==> config.mk <==
export PLATFORM = sky130hd
export DESIGN_NAME = closed_stroke_detector_unit
export DESIGN_NICKNAME = d
export VERILOG_FILES = /design/src/csd_pkg.sv /design/src/closed_stroke_detector_unit.sv
export SDC_FILE = /design/constraint.sdc
export NUM_CORES = 2
export LEC_CHECK = 0
export BUFFER_PORTS_ARGS = -buffer_cell sky130_fd_sc_hd__buf_4
export CORE_MARGIN = 3
export CORE_UTILIZATION = 28
export CTS_CLUSTER_SIZE = 30
export DETAILED_ROUTE_END_ITERATION = 16
export MAX_ROUTING_LAYER = met4
export PLACE_DENSITY_LB_ADDON = 0.15
export SLEW_MARGIN = 20
export SYNTH_ARGS = -nofsm -noshare
export SYNTH_HDL_FRONTEND = slang
export SYNTH_SLANG_ARGS = --single-unit
==> constraint.sdc <==
create_clock -name i_clk -period 28.4 [get_ports i_clk]
set_input_delay 5.68 -clock i_clk [delete_from_list [all_inputs] [get_ports i_clk]]
set_output_delay 5.68 -clock i_clk [all_outputs]
set_load 0.03 [all_outputs]
==> src/csd_pkg.sv <==
// ----------------------------------------------------------------------------
// csd_pkg: shared definitions for the closed stroke detector
// Widths, register indexes and sequencer states used by the unit and checker.
// ----------------------------------------------------------------------------
package csd_pkg;

    localparam int COORD_BITS     = 16;
    localparam int SUM_BITS       = 32;
    localparam int CNT_BITS       = 8;
    localparam int THR_BITS       = 16;
    localparam int SQ_BITS        = 2 * COORD_BITS;
    localparam int RAD_BITS       = SQ_BITS + 1;
    localparam int ROOT_BITS      = COORD_BITS + 1;
    localparam int MUL_BITS       = THR_BITS + SUM_BITS;
    localparam int DIST_BITS      = 17;
    localparam int PATH_BITS      = 32;
    localparam int IN_TDATA_BITS  = 2 * COORD_BITS;
    localparam int OUT_FIELD_BITS = 1 + DIST_BITS + PATH_BITS;
    localparam int OUT_TDATA_BITS = ((OUT_FIELD_BITS + 7) / 8) * 8;
    localparam int CFG_IDX_BITS   = 8;
    localparam int CFG_DATA_BITS  = 16;

    localparam logic [CNT_BITS-1:0] MIN_POINTS_RST = CNT_BITS'(10);
    localparam logic [THR_BITS-1:0] RATIO_THR_RST  = THR_BITS'(9830);

    localparam logic [CFG_IDX_BITS-1:0] REG_MIN_POINTS = CFG_IDX_BITS'(0);
    localparam logic [CFG_IDX_BITS-1:0] REG_RATIO_THR  = CFG_IDX_BITS'(1);

    typedef enum logic [2:0] {
        ST_IDLE,
        ST_SQ_X,
        ST_SQ_Y,
        ST_SUMSQ,
        ST_ROOT,
        ST_ACCUM,
        ST_MUL,
        ST_DONE
    } t_state;

    typedef enum logic {
        PH_SEG,
        PH_END
    } t_phase;

endpackage

==> src/closed_stroke_detector_unit.sv <==
// ----------------------------------------------------------------------------
// closed_stroke_detector_unit: closed shape detection on a point stream
// Accumulates stroke path length and checks end-to-start closure.
// ----------------------------------------------------------------------------
// Usage:
//   Input stream (s_axis): one stroke point per word, x in tdata[15:0] and
//   y in tdata[31:16] (signed Q12.4), tlast marks the last point of a stroke.
//   Output stream (m_axis): one word per stroke, sent after its last point.
//   Config channel: write min_points (index 0) or ratio_threshold (index 1)
//   while the unit is idle; o_cfg_ready is always high.
// Sequence:
//   Each point except the first of a stroke runs one segment length: two
//   squarings on the shared multiplier, a sum, 17 restoring square root
//   steps and an accumulate, and no new point is taken until it is through.
//   A last point adds the end-to-start length, the threshold product and
//   the compare. The first point of a stroke goes straight back to idle, or
//   on to the product and compare when it is also the last. The square root
//   iteration is the longest step; tready is low while a point is in work.
// Reset and stall:
//   Reset (synchronous, active low) clears the stroke and loads
//   min_points = 10 and ratio_threshold = 9830. A finished word sits in the
//   output register while the next stroke keeps running; only a second
//   result waits in the compare step until the receiver takes the first.
module closed_stroke_detector_unit (
    input  logic                                 i_clk,
    input  logic                                 i_rst_n,
    // tdata fields from bit 0: point_x[15:0], point_y[31:16]
    input  logic                                 i_s_axis_tvalid,
    output logic                                 o_s_axis_tready,
    input  logic [csd_pkg::IN_TDATA_BITS-1:0]    i_s_axis_tdata,
    input  logic                                 i_s_axis_tlast,
    // tdata fields from bit 0: is_closed[0], end_distance[17:1],
    // path_length[49:18], zero fill above
    output logic                                 o_m_axis_tvalid,
    input  logic                                 i_m_axis_tready,
    output logic [csd_pkg::OUT_TDATA_BITS-1:0]   o_m_axis_tdata,
    input  logic                                 i_cfg_valid,
    output logic                                 o_cfg_ready,
    input  logic [csd_pkg::CFG_IDX_BITS-1:0]     i_cfg_index,
    input  logic [csd_pkg::CFG_DATA_BITS-1:0]    i_cfg_data
);
    import csd_pkg::*;

    localparam logic [RAD_BITS-1:0] ROOT_START = RAD_BITS'(1) << (RAD_BITS - 1);

    // absolute difference of two signed coordinates fits the coordinate width
    function automatic logic [COORD_BITS-1:0] abs_diff(
        input logic [COORD_BITS-1:0] a,
        input logic [COORD_BITS-1:0] b
    );
        logic [COORD_BITS:0] d;
        d = {a[COORD_BITS-1], a} - {b[COORD_BITS-1], b};
        if (d[COORD_BITS]) begin
            d = -d;
        end
        return d[COORD_BITS-1:0];
    endfunction

    // sequencer and stroke state
    t_state                 r_state, n_state;
    t_phase                 r_phase;
    logic [CNT_BITS-1:0]    r_count;
    logic [SUM_BITS-1:0]    r_len_sum;
    logic [CNT_BITS-1:0]    r_min_points;
    logic [THR_BITS-1:0]    r_ratio_thr;
    logic                   r_out_valid;

    // payload registers
    logic [COORD_BITS-1:0]  r_x, r_y, r_first_x, r_first_y, r_prev_x, r_prev_y;
    logic                   r_last;
    logic [COORD_BITS-1:0]  r_dx, r_dy;
    logic [SQ_BITS-1:0]     r_sx, r_sy;
    logic [RAD_BITS-1:0]    r_rem, r_res, r_bit;
    logic [ROOT_BITS-1:0]   r_dist;
    logic [MUL_BITS-1:0]    r_prod;
    logic                   r_out_closed;
    logic [DIST_BITS-1:0]   r_out_dist;
    logic [PATH_BITS-1:0]   r_out_len;

    // decoded controls
    logic                   in_accept;
    logic                   out_load;
    logic [THR_BITS-1:0]    mul_a;
    logic [SUM_BITS-1:0]    mul_b;
    logic [MUL_BITS-1:0]    mul_p;

    // datapath helpers
    logic [COORD_BITS-1:0]  in_x, in_y;
    logic [RAD_BITS:0]      root_trial;
    logic                   root_take;
    logic [SUM_BITS:0]      sum_ext;
    logic [SUM_BITS-1:0]    sum_sat;
    logic [MUL_BITS-1:0]    dist_shift;
    logic                   closed;

    assign in_x = i_s_axis_tdata[COORD_BITS-1:0];
    assign in_y = i_s_axis_tdata[2*COORD_BITS-1:COORD_BITS];
    assign o_cfg_ready = 1'b1;

    // shared multiplier: squares of the differences, then the threshold product
    assign mul_p = MUL_BITS'(mul_a) * MUL_BITS'(mul_b);

    // one restoring square root step per cycle
    assign root_trial = {1'b0, r_rem} - ({1'b0, r_res} + {1'b0, r_bit});
    assign root_take  = ~root_trial[RAD_BITS];

    // saturating length accumulate
    assign sum_ext = {1'b0, r_len_sum} + (SUM_BITS + 1)'(r_res[ROOT_BITS-1:0]);
    assign sum_sat = sum_ext[SUM_BITS] ? {SUM_BITS{1'b1}} : sum_ext[SUM_BITS-1:0];

    // closure test: a zero path length never passes
    assign dist_shift = MUL_BITS'(r_dist) << THR_BITS;
    assign closed = (r_count >= r_min_points) && (dist_shift < r_prod);

    // next state
    always_comb begin
        n_state = r_state;
        unique case (r_state)
            ST_IDLE: begin
                if (in_accept) begin
                    if (r_count != '0) begin
                        n_state = ST_SQ_X;
                    end else if (i_s_axis_tlast) begin
                        n_state = ST_MUL;
                    end
                end
            end
            ST_SQ_X:  n_state = ST_SQ_Y;
            ST_SQ_Y:  n_state = ST_SUMSQ;
            ST_SUMSQ: n_state = ST_ROOT;
            ST_ROOT: begin
                if (r_bit[0]) begin
                    n_state = (r_phase == PH_SEG) ? ST_ACCUM : ST_MUL;
                end
            end
            ST_ACCUM: n_state = r_last ? ST_SQ_X : ST_IDLE;
            ST_MUL:   n_state = ST_DONE;
            ST_DONE: begin
                if (out_load) begin
                    n_state = ST_IDLE;
                end
            end
            default:  n_state = ST_IDLE;
        endcase
    end

    // outputs of the sequencer
    always_comb begin
        o_s_axis_tready = 1'b0;
        out_load        = 1'b0;
        mul_a           = r_dx;
        mul_b           = SUM_BITS'(r_dx);
        unique case (r_state)
            ST_IDLE: o_s_axis_tready = 1'b1;
            ST_SQ_X: begin
                mul_a = r_dx;
                mul_b = SUM_BITS'(r_dx);
            end
            ST_SQ_Y: begin
                mul_a = r_dy;
                mul_b = SUM_BITS'(r_dy);
            end
            ST_MUL: begin
                mul_a = r_ratio_thr;
                mul_b = r_len_sum;
            end
            ST_DONE:  out_load = ~r_out_valid | i_m_axis_tready;
            default: begin
            end
        endcase
    end

    assign in_accept = i_s_axis_tvalid & o_s_axis_tready;

    // control registers
    always_ff @(posedge i_clk) begin
        if (!i_rst_n) begin
            r_state      <= ST_IDLE;
            r_phase      <= PH_SEG;
            r_count      <= '0;
            r_len_sum    <= '0;
            r_min_points <= MIN_POINTS_RST;
            r_ratio_thr  <= RATIO_THR_RST;
            r_out_valid  <= 1'b0;
        end else begin
            r_state <= n_state;
            if (i_cfg_valid && o_cfg_ready) begin
                unique case (i_cfg_index)
                    REG_MIN_POINTS: r_min_points <= i_cfg_data[CNT_BITS-1:0];
                    REG_RATIO_THR:  r_ratio_thr  <= i_cfg_data[THR_BITS-1:0];
                    default: begin
                    end
                endcase
            end
            if (r_state == ST_IDLE && in_accept) begin
                r_phase <= (r_count != '0) ? PH_SEG : PH_END;
                if (r_count == '0) begin
                    r_count <= CNT_BITS'(1);
                end
            end
            if (r_state == ST_ACCUM) begin
                r_len_sum <= sum_sat;
                r_phase   <= PH_END;
                if (r_count != {CNT_BITS{1'b1}}) begin
                    r_count <= r_count + CNT_BITS'(1);
                end
            end
            if (out_load) begin
                r_out_valid <= 1'b1;
                r_count     <= '0;
                r_len_sum   <= '0;
            end else if (i_m_axis_tready) begin
                r_out_valid <= 1'b0;
            end
        end
    end

    // payload registers
    always_ff @(posedge i_clk) begin
        if (r_state == ST_IDLE && in_accept) begin
            r_x    <= in_x;
            r_y    <= in_y;
            r_last <= i_s_axis_tlast;
            r_dx   <= abs_diff(in_x, r_prev_x);
            r_dy   <= abs_diff(in_y, r_prev_y);
            r_res  <= '0;
            if (r_count == '0) begin
                r_first_x <= in_x;
                r_first_y <= in_y;
                r_prev_x  <= in_x;
                r_prev_y  <= in_y;
            end
        end
        if (r_state == ST_SQ_X) begin
            r_sx <= mul_p[SQ_BITS-1:0];
        end
        if (r_state == ST_SQ_Y) begin
            r_sy <= mul_p[SQ_BITS-1:0];
        end
        if (r_state == ST_SUMSQ) begin
            r_rem <= RAD_BITS'(r_sx) + RAD_BITS'(r_sy);
            r_res <= '0;
            r_bit <= ROOT_START;
        end
        if (r_state == ST_ROOT) begin
            if (root_take) begin
                r_rem <= root_trial[RAD_BITS-1:0];
                r_res <= (r_res >> 1) + r_bit;
            end else begin
                r_res <= r_res >> 1;
            end
            r_bit <= r_bit >> 2;
        end
        if (r_state == ST_ACCUM) begin
            r_prev_x <= r_x;
            r_prev_y <= r_y;
            r_dx     <= abs_diff(r_x, r_first_x);
            r_dy     <= abs_diff(r_y, r_first_y);
        end
        if (r_state == ST_MUL) begin
            r_prod <= mul_p;
            r_dist <= r_res[ROOT_BITS-1:0];
        end
        if (out_load) begin
            r_out_closed <= closed;
            r_out_dist   <= DIST_BITS'(r_dist);
            r_out_len    <= PATH_BITS'(r_len_sum);
        end
    end

    assign o_m_axis_tvalid = r_out_valid;
    assign o_m_axis_tdata  = {(OUT_TDATA_BITS - OUT_FIELD_BITS)'(0),
                              r_out_len, r_out_dist, r_out_closed};

endmodule

=== Yosys cells after proc, flatten, opt, wreduce, memory -nomap -nowiden ===
Cells that the tools add are included.

* Multiply operators: 1
* Muxes and demuxes: 45
* Order comparisons: 2
* Eq/ne operators: 13
* Bitwise gates (word level): 4
* Reductions and logical operators: 17
* $add $sub $neg: 14

{| class="wikitable"
|+ Operator list
! operator !! count
|-
| 33-bit two-way mux || 7
|-
| 16-bit two-way mux || 14
|-
| 16-bit by 16-bit subtractor with 17-bit output || 4
|-
| 16-bit negation || 4
|-
| 32-bit one-hot mux with 2 select lines || 1
|-
| 31-bit two-way mux || 2
|-
| 33-bit by 48-bit < comparator with 1-bit output || 1
|-
| 16-bit by 32-bit multiplier with 48-bit output || 1
|-
| 33-bit by 33-bit adder with 34-bit output || 1
|-
| 33-bit by 34-bit subtractor with 34-bit output || 1
|-
| 32-bit by 17-bit adder with 33-bit output || 1
|-
| 32-bit by 32-bit adder with 33-bit output || 1
|-
| 32-bit by 33-bit adder with 33-bit output || 1
|-
| 32-bit two-way mux || 1
|-
| 8-bit two-way mux || 4
|-
| 16-bit one-hot mux with 2 select lines || 1
|-
| 3-bit one-hot mux with 8 select lines || 1
|-
| 8-bit logical NOT || 2
|-
| 3-bit two-way mux || 5
|-
| 3-bit equality test, second input constant || 4
|-
| 8-bit by 1-bit adder with 8-bit output, second input constant || 1
|-
| 8-bit by 1-bit equality test with 1-bit output, second input constant || 1
|-
| 8-bit >= comparator || 1
|-
| 1-bit two-way mux || 8
|-
| 17 further kinds || 28
|}

* Word-level logic and storage cells: 123
* Bits of input ports: 62
* Output and inout bits: 59
* Register bits: 460

=== Depth between registers and ports, before layout ===
* Depth after elaboration: 7
* Gate-level depth with buffers: 32
* Mapped depth without buffers: 28

=== Worst setup path before layout ===
No wires, ideal clock.

* Path type: register to register
* Start point: register r_state[0]
* End point: register r_prod[45] (data pin)
* Data required time: 28.141 ns
* Arrival: 8.960 ns
* Path buffers: 4
* Setup slack: 19.181 ns
* Clock period less this slack: 9.219 ns
* Stages on the path, launching flop included: 29
* Setup time: 0.259 ns
* Cell sequence: dfxtp_1 > nand2b_1 > clkbuf_1 > clkbuf_1 > nor2_1 > clkbuf_1 > nand2_1 > nor2_1 > ha_1 > fa_1 > inv_1 > fa_1 > inv_1 > fa_1 > fa_1 > inv_1 > fa_1 > inv_1 > ha_1 > clkbuf_1 > and3_1 > a221o_1 > a21oi_1 > o21bai_1 > a31oi_1 > o211ai_1 > o211a_1 > o2111a_1 > a211o_1

* Cells in the longest elaborated chain, start to end: 3
* Elaborated cells between the ends (all ways): 5
* Classes of those cells: mul: 1; eq/ne: 2; mux: 2

{| class="wikitable"
|+ Ends and longest elaborated chain
! element !! RTL line !! text
|-
| from (decl) || closed_stroke_detector_unit.sv:60 || <nowiki>t_state r_state, n_state;</nowiki>
|-
| from (signal assigned) || closed_stroke_detector_unit.sv:186 || <nowiki>r_state <= n_state;</nowiki>
|-
| 3-bit equality test or 3-bit by 2-bit equality test with 1-bit output (tied branches) || closed_stroke_detector_unit.sv:153 || <nowiki>unique case (r_state)</nowiki>
|-
| 16-bit one-hot mux with 2 select lines or 32-bit one-hot mux with 2 select lines (tied branches) || closed_stroke_detector_unit.sv:153 ||
|-
| 16-bit by 32-bit multiplier with 48-bit output (*) || closed_stroke_detector_unit.sv:101 || <nowiki>assign mul_p = MUL_BITS'(mul_a) * MUL_BITS'(mul_b);</nowiki>
|-
| named net mul_p[45] || closed_stroke_detector_unit.sv:85 || <nowiki>logic [MUL_BITS-1:0] mul_p;</nowiki>
|-
| to (signal assigned) || closed_stroke_detector_unit.sv:261 || <nowiki>r_prod <= mul_p;</nowiki>
|-
| to (decl) || closed_stroke_detector_unit.sv:75 || <nowiki>logic [MUL_BITS-1:0] r_prod;</nowiki>
|}

The timed path passes the listed nets; every way through them passes the cells marked *.
A chain may end at the register's enable or synchronous reset.

=== Worst setup path in the final report ===
* Start point: register r_state[0]
* End point: register r_prod[38] (data pin)

The elaborated chain is that of the path after synthesis.

==> impl_metrics.yaml <==
logic_synthesis:
  syn_area_per_cell_um2: 9.267
  synth-edff-count: 357
  yosysWarnings: 0
  ys_seq_area_frac: 0.2922
  syn_area_um2: 43750
  syn_inst: 4721
  async_flop_share: 0
  ys.flop_type: "edfxtp_1"
  ys_seq_elements: 460
  ys_types: 102
critical_path:
  r2r_start: "r_state[0]"
  start_kind: "flip-flop"
  path_max_fanout: 18
  critical_path_required_ps: 28800
  slowest_delay_ps: 920
  critPathBufInv: 4
  crit_type: "reg2reg"
  r2r_setup_slack_ps: 19410
  critPathArrivalTime_ps: 9390
  cpMaxStageDelayCell: "nor2_1"
  setup.worst_path.end_class: "flip-flop"
  critPathTopFamily: "adder cells"
  reg2reg_to: "r_prod[38]"
  worst-path-stages: 26
  cpMostUsedCell: "fa_1"
  worstRegToRegCells: 26
  endpoint: "r_prod[38]"
  startpoint: "r_state[0]"
floorplan:
  fp.dieArea_um2: 161000
  die_w_um: 401.3
  initial_core_util: 0.2830
  io_pins: 121
  dieHeight_um: 401.3
  core_um2: 154600
  num_rows: 144
sta:
  slew_headroom: 0.2320
  finalHoldViolations: 0
  setup_violations: 0
  fin_skew_ps: 59.14
  fmax_mhz: 111.2
  period_needed_ps: 8991
  fin_crit_sh: 0.3166
  final.setup.worst_slack_ps: 19410
  holdWs_ps: 477.8
  maxSlewViolCount: 0
  worst-slew-pin-transition_ps: 1144
  setup_tns_ps: 0
  rsz0062_at_grt: "false"
place:
  hpwlAfterDp_mm: 113.5
  pre_cts_slack_ps: 19450
  placedInstanceArea_um2: 46950
  io_buffers: 113
  gp_congestion: 0.8804
clock_network:
  clock_sinks: 460
  cts_hold_buf: 0
  root_buffer: "clkbuf_16"
  cts_repair_resize_count: 0
  cts_tree: "built"
  clk_pin_slew_worst_paths_ps: 60
  numCtsBuffers: 60
  htree_num_levels: 2
  clock_latency_ps: 690
  cts_buffer_depth: 3
  cts_setup_buffers: 0
route:
  remaining_drc_errors: 0
  ant_nets: 0
  routed_wl_mm: 143.1
  vias: 33260
  vias_per_cell: 4.830
  dr.pass1.iters: 5
  wl_per_cell_um: 20.79
  drt-initial-drc-count: 1882
global_route:
  grt_max_degree: 67
  track_usage: 0.1815
  grt_pass1_wl_mm: 217.7
  grt_pass1_vias: 34370
  antenna_found_initial: 9
  grt_overflow: 0
final_layout:
  ff_latch_area_um2: 12780
  area_delta_synth_final_pct: 11.95
  nFillCells: 16310
  fin_area_um2: 48980
  multi_input_area_um2: 27800
  final_nets: 5621
  layout-drive-gt1-share: 0.07293
min_path:
  hold_class: "reg2reg"
outcome:
  status: "finished clean"
flow_run:
  drv_cap: 0
routing by layer:
metal,vias to the layer above,global-route usage,wire length (um)
li1,15850,-,-
met1,16490,0.2435,66830
met2,768,0.2937,66570
met3,144,0.02305,6567
met4,0,0.03914,3168
met5,-,-,0
kinds of logic (layout without fill, tap and decap cells):
logic type | Yosys count | in the layout | synth area share
multiplexers | 46 | 46 | 0.01058
buffers and inverters | 856 | 970 | 0.07533
flip-flops | 460 | 460 | 0.2922
AND/OR/NAND/NOR | 1490 | 1490 | 0.1510
XOR/XNOR | 227 | 227 | 0.04604
AO/OA/AOI/OAI | 869 | 869 | 0.1284
adder cells (fa/ha/maj) | 771 | 771 | 0.2963
other | 2 | 9 | 0.0001717
cell usage in the layout (no fill, tap or decap), drive strengths merged, types with 30 or more instances in the layout:
cell,count
inv,699
nand2,627
nor2,449
fa,442
edfxtp,357
ha,329
a21oi,261
o21ai,184
buf,163
xnor2,137
dfxtp,103
a21o,96
xor2,90
nand3,73
clkbuf,73
a31oi,61
nor3,59
nor2b,50
and3,48
a211oi,46
mux2i,44
o21a,43
nand2b,30
flip-flops by register name, indices dropped and copies added (netlist names), 16 cells and up:
| signal | count |
|---|---|
| r_bit | 17 |
| r_dist | 17 |
| r_dx | 16 |
| r_dy | 16 |
| r_first_x | 16 |
| r_first_y | 16 |
| r_len_sum | 32 |
| r_out_dist | 17 |
| r_out_len | 32 |
| r_prev_x | 16 |
| r_prev_y | 16 |
| r_prod | 48 |
| r_ratio_thr | 16 |
| r_rem | 33 |
| r_res | 33 |
| r_sx | 32 |
| r_sy | 32 |
| r_x | 16 |
| r_y | 16 |
tightest hold or removal path, cell delays in order, from the launching register on:
cell and delay (ps):
dfxtp_1 330, mux2i_1 70, nand2_1 50
layout make-up:
type | count | area share
Antenna cell | 2 | 0.0001022
Clock buffer | 73 | 0.03293
Clock inverter | 41 | 0.007791
Inverter | 693 | 0.05311
Multi-Input combinational cell | 3410 | 0.5676
Sequential cell | 460 | 0.2610
Tap cell | 2044 | 0.05221
Timing Repair Buffer | 163 | 0.02524
Yosys cell counts (30+ instances only):
cell type / count / share of area
a211oi_1: 38 / 0.0065
fa_1: 442 / 0.20
nand3_1: 73 / 0.0084
nor3_1: 58 / 0.0066
nor2_1: 448 / 0.038
clkbuf_1: 129 / 0.011
ha_1: 329 / 0.094
nand2_1: 626 / 0.054
edfxtp_1: 357 / 0.25
nand2b_1: 30 / 0.0043
a31oi_1: 60 / 0.0086
mux2i_1: 44 / 0.010
xnor2_1: 136 / 0.027
nor2b_1: 50 / 0.0071
and3_1: 48 / 0.0069
o21ai_0: 167 / 0.019
a21oi_1: 259 / 0.030
inv_1: 693 / 0.059
xor2_1: 89 / 0.018
o21a_1: 42 / 0.0072
dfxtp_1: 103 / 0.047
a21o_1: 95 / 0.016
metrics by stage:
stage	util	std cells
detailed placement	0.3037	6769
global placement	0.3037	6769
floorplan	-	4726
global route	0.3168	6884
finish	0.3168	6886
CTS	0.3166	6883
worst min path at each step:
| stage | start | endpoint | slack (ps) | depth (start not counted) |
|---|---|---|---|---|
| global placement | r_ratio_thr[1] | r_ratio_thr[1] | 460 | 2 |
| finish | r_ratio_thr[1] | r_ratio_thr[1] | 480 | 2 |
| floorplan | r_len_sum[20] | r_out_len[20] | 410 | 0 |
| global route | r_rem[17] | r_rem[17] | 490 | 2 |
| detailed placement | r_rem[17] | r_rem[17] | 470 | 2 |
| CTS | r_rem[17] | r_rem[17] | 480 | 2 |
Power is left out: the tool's default activity adds up to more than one toggle a clock period on the data nets, which glitch-free logic cannot reach.
